--- src/hdl/scpa_pkg.sv ---
// Shared types, constants and helpers of the size-class pool allocator.
// No dependencies; scpa_counters, the top level and the bench import this package.
package scpa_pkg;

  // Geometry
  localparam int CLASSES = 8;
  localparam int SLOTS   = 16;
  localparam int REGS    = 8;
  localparam int CLS_W   = 3;
  localparam int SLOT_W  = 4;
  localparam int CNT_W   = 5;
  localparam int CFG_W   = 5;
  localparam int SIZE_W  = 16;
  localparam int ADDR_W  = CLS_W + SLOT_W;
  localparam int DEPTH   = CLASSES * SLOTS;

  localparam logic [CFG_W-1:0] ENTRIES_RST = CFG_W'(SLOTS);
  localparam logic [CNT_W-1:0] CNT_FULL    = CNT_W'(SLOTS);

  // Commands
  typedef enum logic [1:0] {
    CMD_ALLOC   = 2'd0,
    CMD_FREE    = 2'd1,
    CMD_REALLOC = 2'd2,
    CMD_INIT    = 2'd3
  } cmd_e;

  // Result status codes
  localparam logic [1:0] ST_OK    = 2'd0;
  localparam logic [1:0] ST_NOFIT = 2'd1;
  localparam logic [1:0] ST_FULL  = 2'd2;

  typedef logic [CLASSES-1:0][CNT_W-1:0] cnt_arr_t;
  typedef logic [REGS-1:0][CFG_W-1:0]    cfg_arr_t;

  // Counter update request from the sequencer
  typedef struct packed {
    logic             commit;
    logic             init;
    logic             pop;
    logic [CLS_W-1:0] pop_cls;
    logic             push;
    logic [CLS_W-1:0] push_cls;
  } upd_t;

  // Class chosen for an allocation
  typedef struct packed {
    logic             found;
    logic [CLS_W-1:0] cls;
  } sel_t;

  // True when a block of class k holds size bytes
  function automatic logic fits(logic [SIZE_W-1:0] size, logic [CLS_W-1:0] k);
    return {1'b0, size} <= ((SIZE_W+1)'(1) << k);
  endfunction

  // True when a class index lies beyond the configured classes
  function automatic logic cls_bad(logic [CLS_W-1:0] k);
    return {1'b0, k} >= (CLS_W+1)'(CLASSES);
  endfunction

endpackage

--- src/hdl/scpa_ram.sv ---
// Generic single-write, single-read synchronous RAM with registered read.
// No dependencies.
module scpa_ram #(
  parameter int WIDTH = 4,
  parameter int DEPTH = 128
) (
  input  logic                     clk_i,
  input  logic                     we_i,
  input  logic [$clog2(DEPTH)-1:0] waddr_i,
  input  logic [WIDTH-1:0]         wdata_i,
  input  logic                     re_i,
  input  logic [$clog2(DEPTH)-1:0] raddr_i,
  output logic [WIDTH-1:0]         rdata_o
);

  logic [WIDTH-1:0] mem_q [DEPTH];
  logic [WIDTH-1:0] rdata_q;

  // Write port
  always_ff @(posedge clk_i) begin
    if (we_i) begin
      mem_q[waddr_i] <= wdata_i;
    end
  end

  // Registered read port
  always_ff @(posedge clk_i) begin
    if (re_i) begin
      rdata_q <= mem_q[raddr_i];
    end
  end

  assign rdata_o = rdata_q;

endmodule

--- src/hdl/scpa_counters.sv ---
// Per-class free/used counters, class selection for allocation and counter update.
// Depends on scpa_pkg.
module scpa_counters
  import scpa_pkg::*;
(
  input  logic              clk_i,
  input  logic              rst_ni,
  input  logic [SIZE_W-1:0] req_size_i,
  input  cfg_arr_t          entries_i,
  input  upd_t              upd_i,
  output sel_t              sel_o,
  output cnt_arr_t          free_o,
  output cnt_arr_t          free_nxt_o,
  output cnt_arr_t          used_nxt_o,
  output logic              push_full_o,
  output logic [SLOT_W-1:0] push_idx_o
);

  cnt_arr_t free_q, free_d;
  cnt_arr_t used_q, used_d;
  cnt_arr_t free_mid, used_mid;

  // Pick the smallest fitting class that still has a free block
  always_comb begin
    sel_o = '0;
    for (int k = CLASSES - 1; k >= 0; k--) begin
      if (fits(req_size_i, CLS_W'(k)) && (free_q[k] != '0)) begin
        sel_o.found = 1'b1;
        sel_o.cls   = CLS_W'(k);
      end
    end
  end

  // Apply pop first, then push on the counts left by the pop
  always_comb begin
    free_mid = free_q;
    used_mid = used_q;
    if (upd_i.pop) begin
      free_mid[upd_i.pop_cls] = free_q[upd_i.pop_cls] - CNT_W'(1);
      if (used_q[upd_i.pop_cls] < CNT_FULL) begin
        used_mid[upd_i.pop_cls] = used_q[upd_i.pop_cls] + CNT_W'(1);
      end
    end
    push_full_o = free_mid[upd_i.push_cls] >= CNT_FULL;
    push_idx_o  = free_mid[upd_i.push_cls][SLOT_W-1:0];
    free_d = free_mid;
    used_d = used_mid;
    if (upd_i.push && !push_full_o) begin
      free_d[upd_i.push_cls] = free_mid[upd_i.push_cls] + CNT_W'(1);
      if (used_mid[upd_i.push_cls] != '0) begin
        used_d[upd_i.push_cls] = used_mid[upd_i.push_cls] - CNT_W'(1);
      end
    end
    // Rebuild every class from the entry registers, saturated to the pool size
    if (upd_i.init) begin
      for (int i = 0; i < CLASSES; i++) begin
        free_d[i] = '0;
        if (i < REGS) begin
          free_d[i] = (entries_i[i] > ENTRIES_RST) ? CNT_FULL : CNT_W'(entries_i[i]);
        end
        used_d[i] = '0;
      end
    end
  end

  // Hold counters until the sequencer commits
  always_ff @(posedge clk_i or negedge rst_ni) begin
    if (!rst_ni) begin
      for (int i = 0; i < CLASSES; i++) begin
        free_q[i] <= CNT_FULL;
        used_q[i] <= '0;
      end
    end else if (upd_i.commit) begin
      free_q <= free_d;
      used_q <= used_d;
    end
  end

  assign free_o     = free_q;
  assign free_nxt_o = free_d;
  assign used_nxt_o = used_d;

  // A pop only ever targets a class that has a free block
  assert property (@(posedge clk_i) disable iff (!rst_ni)
    upd_i.commit && upd_i.pop && !upd_i.init |-> free_q[upd_i.pop_cls] != '0)
    else $error("pop from empty class");

  // Free counter of the pushed class never passes the pool size
  assert property (@(posedge clk_i) disable iff (!rst_ni)
    upd_i.commit && upd_i.push && !upd_i.init |=> free_q[$past(upd_i.push_cls)] <= CNT_FULL)
    else $error("free count overflow");

endmodule

--- src/hdl/size_class_pool_allocator_top.sv ---
// Size-class pool allocator: top level with request sequencer and free-stack memory.
// Depends on scpa_pkg, scpa_ram and scpa_counters.
//
// Usage:
//   Requests (cmd_i, req_size_i, has_block_i, block_class_i, block_slot_i)
//   transfer on in_valid_i & in_ready_o; results (status_o, out_class_o,
//   out_slot_o, moved_o, free_left_o, used_now_o) transfer on
//   out_valid_o & out_ready_i. Every request gives exactly one result.
//   On transfer a request reads the top slot of its chosen class from the
//   free-stack memory; the execute state then writes back any freed slot,
//   updates the counters and registers the result; no new request is taken
//   meanwhile. A request is taken while the previous result still waits in
//   the output register; if that result is not taken, the request holds in
//   the execute state until the output register frees up. The user must
//   write the class entry registers through cfg_we_i/cfg_idx_i/cfg_wdata_i
//   only while no request is in flight; the block does not enforce it. They
//   act on the next init. Reset restores the full pools (16 blocks per
//   class, slot 15 on top) at once: per-entry valid bits make never-written
//   stack entries read as their own index, so no clearing pass is needed.
module size_class_pool_allocator_top
  import scpa_pkg::*;
(
  input  logic              clk_i,
  input  logic              rst_ni,
  input  logic              in_valid_i,
  output logic              in_ready_o,
  input  logic [1:0]        cmd_i,
  input  logic [SIZE_W-1:0] req_size_i,
  input  logic              has_block_i,
  input  logic [CLS_W-1:0]  block_class_i,
  input  logic [SLOT_W-1:0] block_slot_i,
  output logic              out_valid_o,
  input  logic              out_ready_i,
  output logic [1:0]        status_o,
  output logic [CLS_W-1:0]  out_class_o,
  output logic [SLOT_W-1:0] out_slot_o,
  output logic              moved_o,
  output logic [CNT_W-1:0]  free_left_o,
  output logic [CNT_W-1:0]  used_now_o,
  input  logic              cfg_we_i,
  input  logic [2:0]        cfg_idx_i,
  input  logic [CFG_W-1:0]  cfg_wdata_i
);

  typedef enum logic [1:0] {
    ST_IDLE = 2'b01,
    ST_EXEC = 2'b10
  } state_e;

  state_e state_q, state_d;

  cfg_arr_t entries_q;

  // Captured request
  cmd_e              cmd_q;
  logic              has_q;
  logic [CLS_W-1:0]  bcls_q;
  logic [SLOT_W-1:0] bslot_q;
  logic              keep_q;
  sel_t              sel_q;
  logic [ADDR_W-1:0] raddr_q;

  // Output register
  logic              out_valid_q;
  logic [1:0]        status_q;
  logic [CLS_W-1:0]  class_q;
  logic [SLOT_W-1:0] slot_q;
  logic              moved_q;
  logic [CNT_W-1:0]  free_left_q;
  logic [CNT_W-1:0]  used_now_q;

  logic [DEPTH-1:0]  valid_q;

  logic              accept;
  logic              exec_done;
  sel_t              sel;
  upd_t              upd;
  cnt_arr_t          free_cur, free_nxt, used_nxt;
  logic              push_full;
  logic [SLOT_W-1:0] push_idx;
  logic [ADDR_W-1:0] raddr;
  logic [SLOT_W-1:0] rdata;
  logic [SLOT_W-1:0] rd_slot;
  logic              ram_we;
  logic [ADDR_W-1:0] waddr;
  logic              has_eff;

  logic [1:0]        res_status;
  logic [CLS_W-1:0]  res_class;
  logic [SLOT_W-1:0] res_slot;
  logic              res_moved;
  logic [CNT_W-1:0]  res_free;
  logic [CNT_W-1:0]  res_used;

  assign accept    = in_valid_i && in_ready_o;
  assign exec_done = (state_q == ST_EXEC) && (!out_valid_q || out_ready_i);
  assign in_ready_o = (state_q == ST_IDLE);

  // Counters and class selection
  scpa_counters u_counters (
    .clk_i       (clk_i),
    .rst_ni      (rst_ni),
    .req_size_i  (req_size_i),
    .entries_i   (entries_q),
    .upd_i       (upd),
    .sel_o       (sel),
    .free_o      (free_cur),
    .free_nxt_o  (free_nxt),
    .used_nxt_o  (used_nxt),
    .push_full_o (push_full),
    .push_idx_o  (push_idx)
  );

  // Read the top of the chosen class on transfer
  assign raddr = {sel.cls, SLOT_W'(free_cur[sel.cls] - CNT_W'(1))};

  scpa_ram #(
    .WIDTH (SLOT_W),
    .DEPTH (DEPTH)
  ) u_stack_ram (
    .clk_i   (clk_i),
    .we_i    (ram_we),
    .waddr_i (waddr),
    .wdata_i (bslot_q),
    .re_i    (accept),
    .raddr_i (raddr),
    .rdata_o (rdata)
  );

  // Never-written entries hold their own slot number
  assign rd_slot = valid_q[raddr_q] ? rdata : raddr_q[SLOT_W-1:0];
  assign has_eff = has_q && !cls_bad(bcls_q);
  assign waddr   = {bcls_q, push_idx};
  assign ram_we  = exec_done && upd.push && !push_full;

  // Decode the captured command into counter updates and a result
  always_comb begin
    upd         = '0;
    upd.commit  = exec_done;
    upd.pop_cls = sel_q.cls;
    upd.push_cls = bcls_q;
    res_status  = ST_OK;
    res_class   = '0;
    res_slot    = '0;
    res_moved   = 1'b0;
    res_free    = '0;
    res_used    = '0;
    case (cmd_q)
      CMD_INIT: begin
        upd.init = 1'b1;
        res_free = free_nxt[0];
        res_used = used_nxt[0];
      end
      CMD_ALLOC: begin
        if (sel_q.found) begin
          upd.pop   = 1'b1;
          res_class = sel_q.cls;
          res_slot  = rd_slot;
          res_free  = free_nxt[sel_q.cls];
          res_used  = used_nxt[sel_q.cls];
        end else begin
          res_status = ST_NOFIT;
        end
      end
      CMD_FREE: begin
        if (!cls_bad(bcls_q)) begin
          upd.push   = 1'b1;
          res_status = push_full ? ST_FULL : ST_OK;
          res_class  = bcls_q;
          res_slot   = bslot_q;
          res_free   = free_nxt[bcls_q];
          res_used   = used_nxt[bcls_q];
        end
      end
      CMD_REALLOC: begin
        if (has_eff && keep_q) begin
          res_class = bcls_q;
          res_slot  = bslot_q;
          res_free  = free_nxt[bcls_q];
          res_used  = used_nxt[bcls_q];
        end else if (!sel_q.found) begin
          res_status = ST_NOFIT;
        end else begin
          upd.pop    = 1'b1;
          upd.push   = has_eff;
          res_status = (has_eff && push_full) ? ST_FULL : ST_OK;
          res_moved  = has_eff && !push_full;
          res_class  = sel_q.cls;
          res_slot   = rd_slot;
          res_free   = free_nxt[sel_q.cls];
          res_used   = used_nxt[sel_q.cls];
        end
      end
      default: begin
        res_status = ST_OK;
      end
    endcase
  end

  // Sequencer: idle, then an execute state that may hold on output stall
  always_comb begin
    state_d = state_q;
    case (state_q)
      ST_IDLE: if (accept) state_d = ST_EXEC;
      ST_EXEC: if (exec_done) state_d = ST_IDLE;
      default: state_d = ST_IDLE;
    endcase
  end

  always_ff @(posedge clk_i or negedge rst_ni) begin
    if (!rst_ni) begin
      state_q <= ST_IDLE;
    end else begin
      state_q <= state_d;
    end
  end

  // Capture the request on transfer
  always_ff @(posedge clk_i) begin
    if (accept) begin
      cmd_q   <= cmd_e'(cmd_i);
      has_q   <= has_block_i;
      bcls_q  <= block_class_i;
      bslot_q <= block_slot_i;
      keep_q  <= fits(req_size_i, block_class_i);
      sel_q   <= sel;
      raddr_q <= raddr;
    end
  end

  // Entry registers
  always_ff @(posedge clk_i or negedge rst_ni) begin
    if (!rst_ni) begin
      for (int i = 0; i < REGS; i++) begin
        entries_q[i] <= ENTRIES_RST;
      end
    end else if (cfg_we_i && ({1'b0, cfg_idx_i} < 4'(REGS))) begin
      entries_q[cfg_idx_i] <= cfg_wdata_i;
    end
  end

  // Valid bits: clear on init, set on every stack write
  always_ff @(posedge clk_i or negedge rst_ni) begin
    if (!rst_ni) begin
      valid_q <= '0;
    end else if (exec_done && upd.init) begin
      valid_q <= '0;
    end else if (ram_we) begin
      valid_q[waddr] <= 1'b1;
    end
  end

  // Output register
  always_ff @(posedge clk_i or negedge rst_ni) begin
    if (!rst_ni) begin
      out_valid_q <= 1'b0;
    end else if (exec_done) begin
      out_valid_q <= 1'b1;
    end else if (out_ready_i) begin
      out_valid_q <= 1'b0;
    end
  end

  always_ff @(posedge clk_i) begin
    if (exec_done) begin
      status_q    <= res_status;
      class_q     <= res_class;
      slot_q      <= res_slot;
      moved_q     <= res_moved;
      free_left_q <= res_free;
      used_now_q  <= res_used;
    end
  end

  assign out_valid_o = out_valid_q;
  assign status_o    = status_q;
  assign out_class_o = class_q;
  assign out_slot_o  = slot_q;
  assign moved_o     = moved_q;
  assign free_left_o = free_left_q;
  assign used_now_o  = used_now_q;

  // A transfer always starts an execute cycle
  assert property (@(posedge clk_i) disable iff (!rst_ni)
    accept |=> state_q == ST_EXEC)
    else $error("transfer did not start execution");

  // A finished request always presents a result
  assert property (@(posedge clk_i) disable iff (!rst_ni)
    exec_done |=> out_valid_o)
    else $error("result lost");

  // Stack writes happen only in the execute cycle
  assert property (@(posedge clk_i) disable iff (!rst_ni)
    ram_we |-> state_q == ST_EXEC)
    else $error("stack write outside execution");

  // A failed allocation reports all-zero fields
  assert property (@(posedge clk_i) disable iff (!rst_ni)
    out_valid_o && status_o == ST_NOFIT |->
      out_class_o == '0 && out_slot_o == '0 && !moved_o &&
      free_left_o == '0 && used_now_o == '0)
    else $error("nonzero fields on failed allocation");

endmodule

--- config.mk ---
export PLATFORM = sky130hd
export DESIGN_NAME = size_class_pool_allocator_top
export DESIGN_NICKNAME = d
export VERILOG_FILES = /design/src/hdl/scpa_pkg.sv /design/src/hdl/scpa_ram.sv /design/src/hdl/scpa_counters.sv /design/src/hdl/size_class_pool_allocator_top.sv
export SDC_FILE = /design/constraint.sdc
export NUM_CORES = 2
export LEC_CHECK = 0
export BUFFER_PORTS_ARGS = -buffer_cell sky130_fd_sc_hd__buf_2
export CAP_MARGIN = 25
export CORE_ASPECT_RATIO = 0.5
export CORE_UTILIZATION = 30
export CTS_CLUSTER_SIZE = 30
export DETAILED_ROUTE_END_ITERATION = 8
export GPL_ROUTABILITY_DRIVEN = 0
export PLACE_DENSITY = 0.52
export SYNTH_ARGS = -nofsm -noshare
export SYNTH_HDL_FRONTEND = slang
export SYNTH_SLANG_ARGS = --single-unit
--- constraint.sdc ---
create_clock -name clk_i -period 8.9 [get_ports clk_i]
set_input_delay 0.89 -clock clk_i [delete_from_list [all_inputs] [get_ports clk_i]]
set_output_delay 0.89 -clock clk_i [all_outputs]
set_load 0.01 [all_outputs]
==> results.py <==
metrics = {
    "routing": {
        "drc_errors": 0,
        "wl_per_cell_um": 27.0,
        "firstDrtPassIters": 6,
        "vias_per_cell": 5.66,
        "drt-initial-drc-count": 3105,
        "drt_wl_total_um": 127000,
        "dr_total_vias": 26681,
        "ant_nets": 0,
    },
    "yosys": {
        "yosys.area_share.simple": 0.106,
        "synthMuxAreaShare": 0.151,
        "synthArstFlopShare": 0.311,
        "netlist_area_sq_um": 38200,
        "synth_seq_cells": 806,
        "syn_nets": 2957,
        "synth_edf_count": 555,
        "ys_types": 95,
        "synthAdderAreaFrac": 0.00557,
        "synth_top_area_share": 0.436,
        "syn_area_per_cell_sq_um": 13.2,
        "synth_xor_area_frac": 0.00206,
        "synth_cells": 2901,
        "synth-compound-area-share": 0.110,
        "ys_seq_area_frac": 0.601,
        "synth_area_leaders": "edfxtp_1 44%, dfrtp_1 15%, mux4_2 10%",
        "synthTopCellsByCount": "555 x edfxtp_1, 383 x nand2_1, 284 x nor2_1",
        "ys.flop_type": "edfxtp_1",
        "synth_top_family_by_area": "multiplexers",
        "synth_area_leader_cell": "edfxtp_1",
        "ys_warn_count": 0,
        "synth.most_common_cell": "edfxtp_1",
    },
    "timing": {
        "worst_slack_ns": 1.48,
        "hold_ws_ns": 0.228,
        "clock-skew-final_ns": 0.0330,
        "hold_viol": 0,
        "setup_tns_ns": 0,
        "relSlewSlack": 0.193,
        "setup_viol": 0,
        "post-route-period-util": 0.833,
        "fin_crit_ns": 7.42,
        "worst_pin_slew_ns": 1.20,
        "final-max-slew-violation-count": 0,
        "rsz0062_at_grt": "false",
        "fmax_mhz": 135,
    },
    "global_routing": {
        "gr-total-overflow": 0,
        "grt_pass1_wl_um": 187000,
        "antenna_found_initial": 4,
        "globalRouteTotalUtil": 0.197,
        "grt_pass1_vias": 26465,
        "grt_max_degree": 92,
    },
    "worst_setup_path": {
        "cp.required_ns": 9.26,
        "arrival_ns": 7.78,
        "startpoint_type": "flip-flop",
        "crit_type": "reg2reg",
        "cp-end-kind": "flip-flop",
        "worstPathMaxFanout": 23,
    },
    "die": {
        "coreArea_sq_um": 126000,
        "die-area_sq_um": 129000,
        "die_w_um": 507,
        "std_cell_rows": 92,
        "initial_core_util": 0.303,
        "io_pins": 61,
        "chipHeight_um": 254,
    },
    "placed_design": {
        "io_buffers": 60,
        "pre_cts_ws_ns": 1.64,
        "hpwl_um": 83100,
    },
    "clock_tree": {
        "cts_resized": 0,
        "clock_latency_ns": 0.68,
        "postCtsSetupBuffers": 0,
        "cts.sinks": 806,
        "cts_made_buffers": 82,
        "htreeDepth": 3,
        "cts-hold-fix-buffers": 0,
        "path_clk_slew_ns": 0.09,
        "cts_root_buffer": "clkbuf_16",
        "cts_tree": "built",
        "cts.path.max_buffers": 3,
    },
    "finish": {
        "nFillCells": 12338,
        "nets": 3010,
        "area_growth_syn_to_layout_pct": 13.4,
        "drive_gt1_frac": 0.190,
    },
    "job": {
        "maxCapViolCount": 0,
    },
    "power_and_ir_drop": {
        "powerDensity_nw_per_um2": 288,
        "max-vdd-ir-drop_mv": 0.235,
        "leakage_nw": 15.3,
    },
    "worst_hold_path": {
        "hold_path.class": "in2async",
    },
    "outcome": {
        "status": "complete, no violations",
    },
}
[where the power goes]
part / total (W) / switching, W / internal, W
clock: 0.00348 / 0.00155 / 0.00193
combinational: 0.00441 / 0.00272 / 0.00169
sequential: 0.00457 / 0.000326 / 0.00425
total: 0.0125 / 0.00460 / 0.00787
[state kept, by name (all words and copies together), names as in the netlist, 5 cells and up]
name               flops
valid_q              128
u_counters.used_q     40
used_now_o             5
entries_q             40
u_counters.free_o     40
u_stack_ram.mem_q    512
free_left_o            5
[metal layers]
| layer | part of all wire | up-vias | track usage |
|---|---|---|---|
| met3 | 0.090 | 379 | 0.0452 |
| met4 | 0.049 | 4 | 0.0887 |
| met2 | 0.44 | 1495 | 0.304 |
| met5 | 0.00019 | - | 0 |
| met1 | 0.42 | 13570 | 0.265 |
| li1 | - | 11233 | - |
[placed cells by master, fill, tap and decap left out, drive strengths merged, types with 62 or more instances in the layout]
cell type,netlist,layout
o21ai,98,98
mux2i,111,111
edfxtp,555,555
nand3,70,70
nor2,288,288
mux4,176,176
buf,60,140
nand2,383,383
a21oi,98,98
clkbuf,111,114
dfrtp,234,234
mux2,62,62
o21a,134,134
[worst paths after layout]
check                                                        end               startpoint  cells past startpoint  slack (ns)
worst max-delay path                     used_now_o[2]$_DFFE_PP_       sel_q[2]$_DFFE_PP_                     19        1.48
worst min-delay path            u_counters.used_q[7]$_DFFE_PN0P_                   rst_ni                      1        0.23
worst max register to register           used_now_o[2]$_DFFE_PP_       sel_q[2]$_DFFE_PP_                     19        1.48
worst min register to register           valid_q[59]$_DFFE_PN0P_  valid_q[59]$_DFFE_PN0P_                      1        0.49
max in group asynchronous                valid_q[42]$_DFFE_PN0P_                   rst_ni                      3        6.73
min in group clk_i                          bslot_q[3]$_DFFE_PP_          block_slot_i[3]                      1        0.39
[logic make-up (layout without fill, tap and decap cells)]
| kind of cell | after synthesis | count (layout) |
|---|---|---|
| compound gates | 602 | 602 |
| mux | 349 | 349 |
| flops | 806 | 806 |
| buf+inv | 203 | 326 |
| xor+xnor | 9 | 9 |
| other cells | 0 | 1 |
| fa+ha+maj | 17 | 17 |
| simple gates | 915 | 915 |
[final cells by class]
type	count	area (sq um)	area share
clock buffer	114	2340	0.0539
multi-input combinational	1892	14400	0.332
tap	1692	2120	0.0489
clock inverter	40	397	0.00916
sequential	806	23000	0.530
inverter	32	128	0.00295
timing repair buffer	140	963	0.0222
antenna	1	2.50	0.0000578
[worst max-delay path, stage by stage, from the launching register on]
cell and delay [ns]:
edfxtp_1 0.79, buf_4 0.40, and3_1 0.69, o211ai_1 0.18, buf_4 0.24, a21oi_1 0.31, buf_4 0.25, mux2i_1 0.10
mux4_2 0.49, mux2i_1 0.17, clkinv_1 0.33, ha_1 0.32, nand2_1 0.19, or3_1 0.59, nand3_1 0.53, mux2_2 0.46
nor2_1 0.05, o21ai_0 0.27, o221ai_1 0.18, o21ai_0 0.56
[stage by stage]
stage	utilization	power, W	area [sq um]	std cells
floorplan	-	0.00748	38200	2901
global placement	0.321	0.00901	40500	4558
detailed placement	0.321	0.00901	40500	4560
CTS	0.343	0.0125	43300	4714
global route	0.343	0.0130	43300	4716
finish	0.343	0.0125	43300	4717
Power figures use the tool's default switching activity.
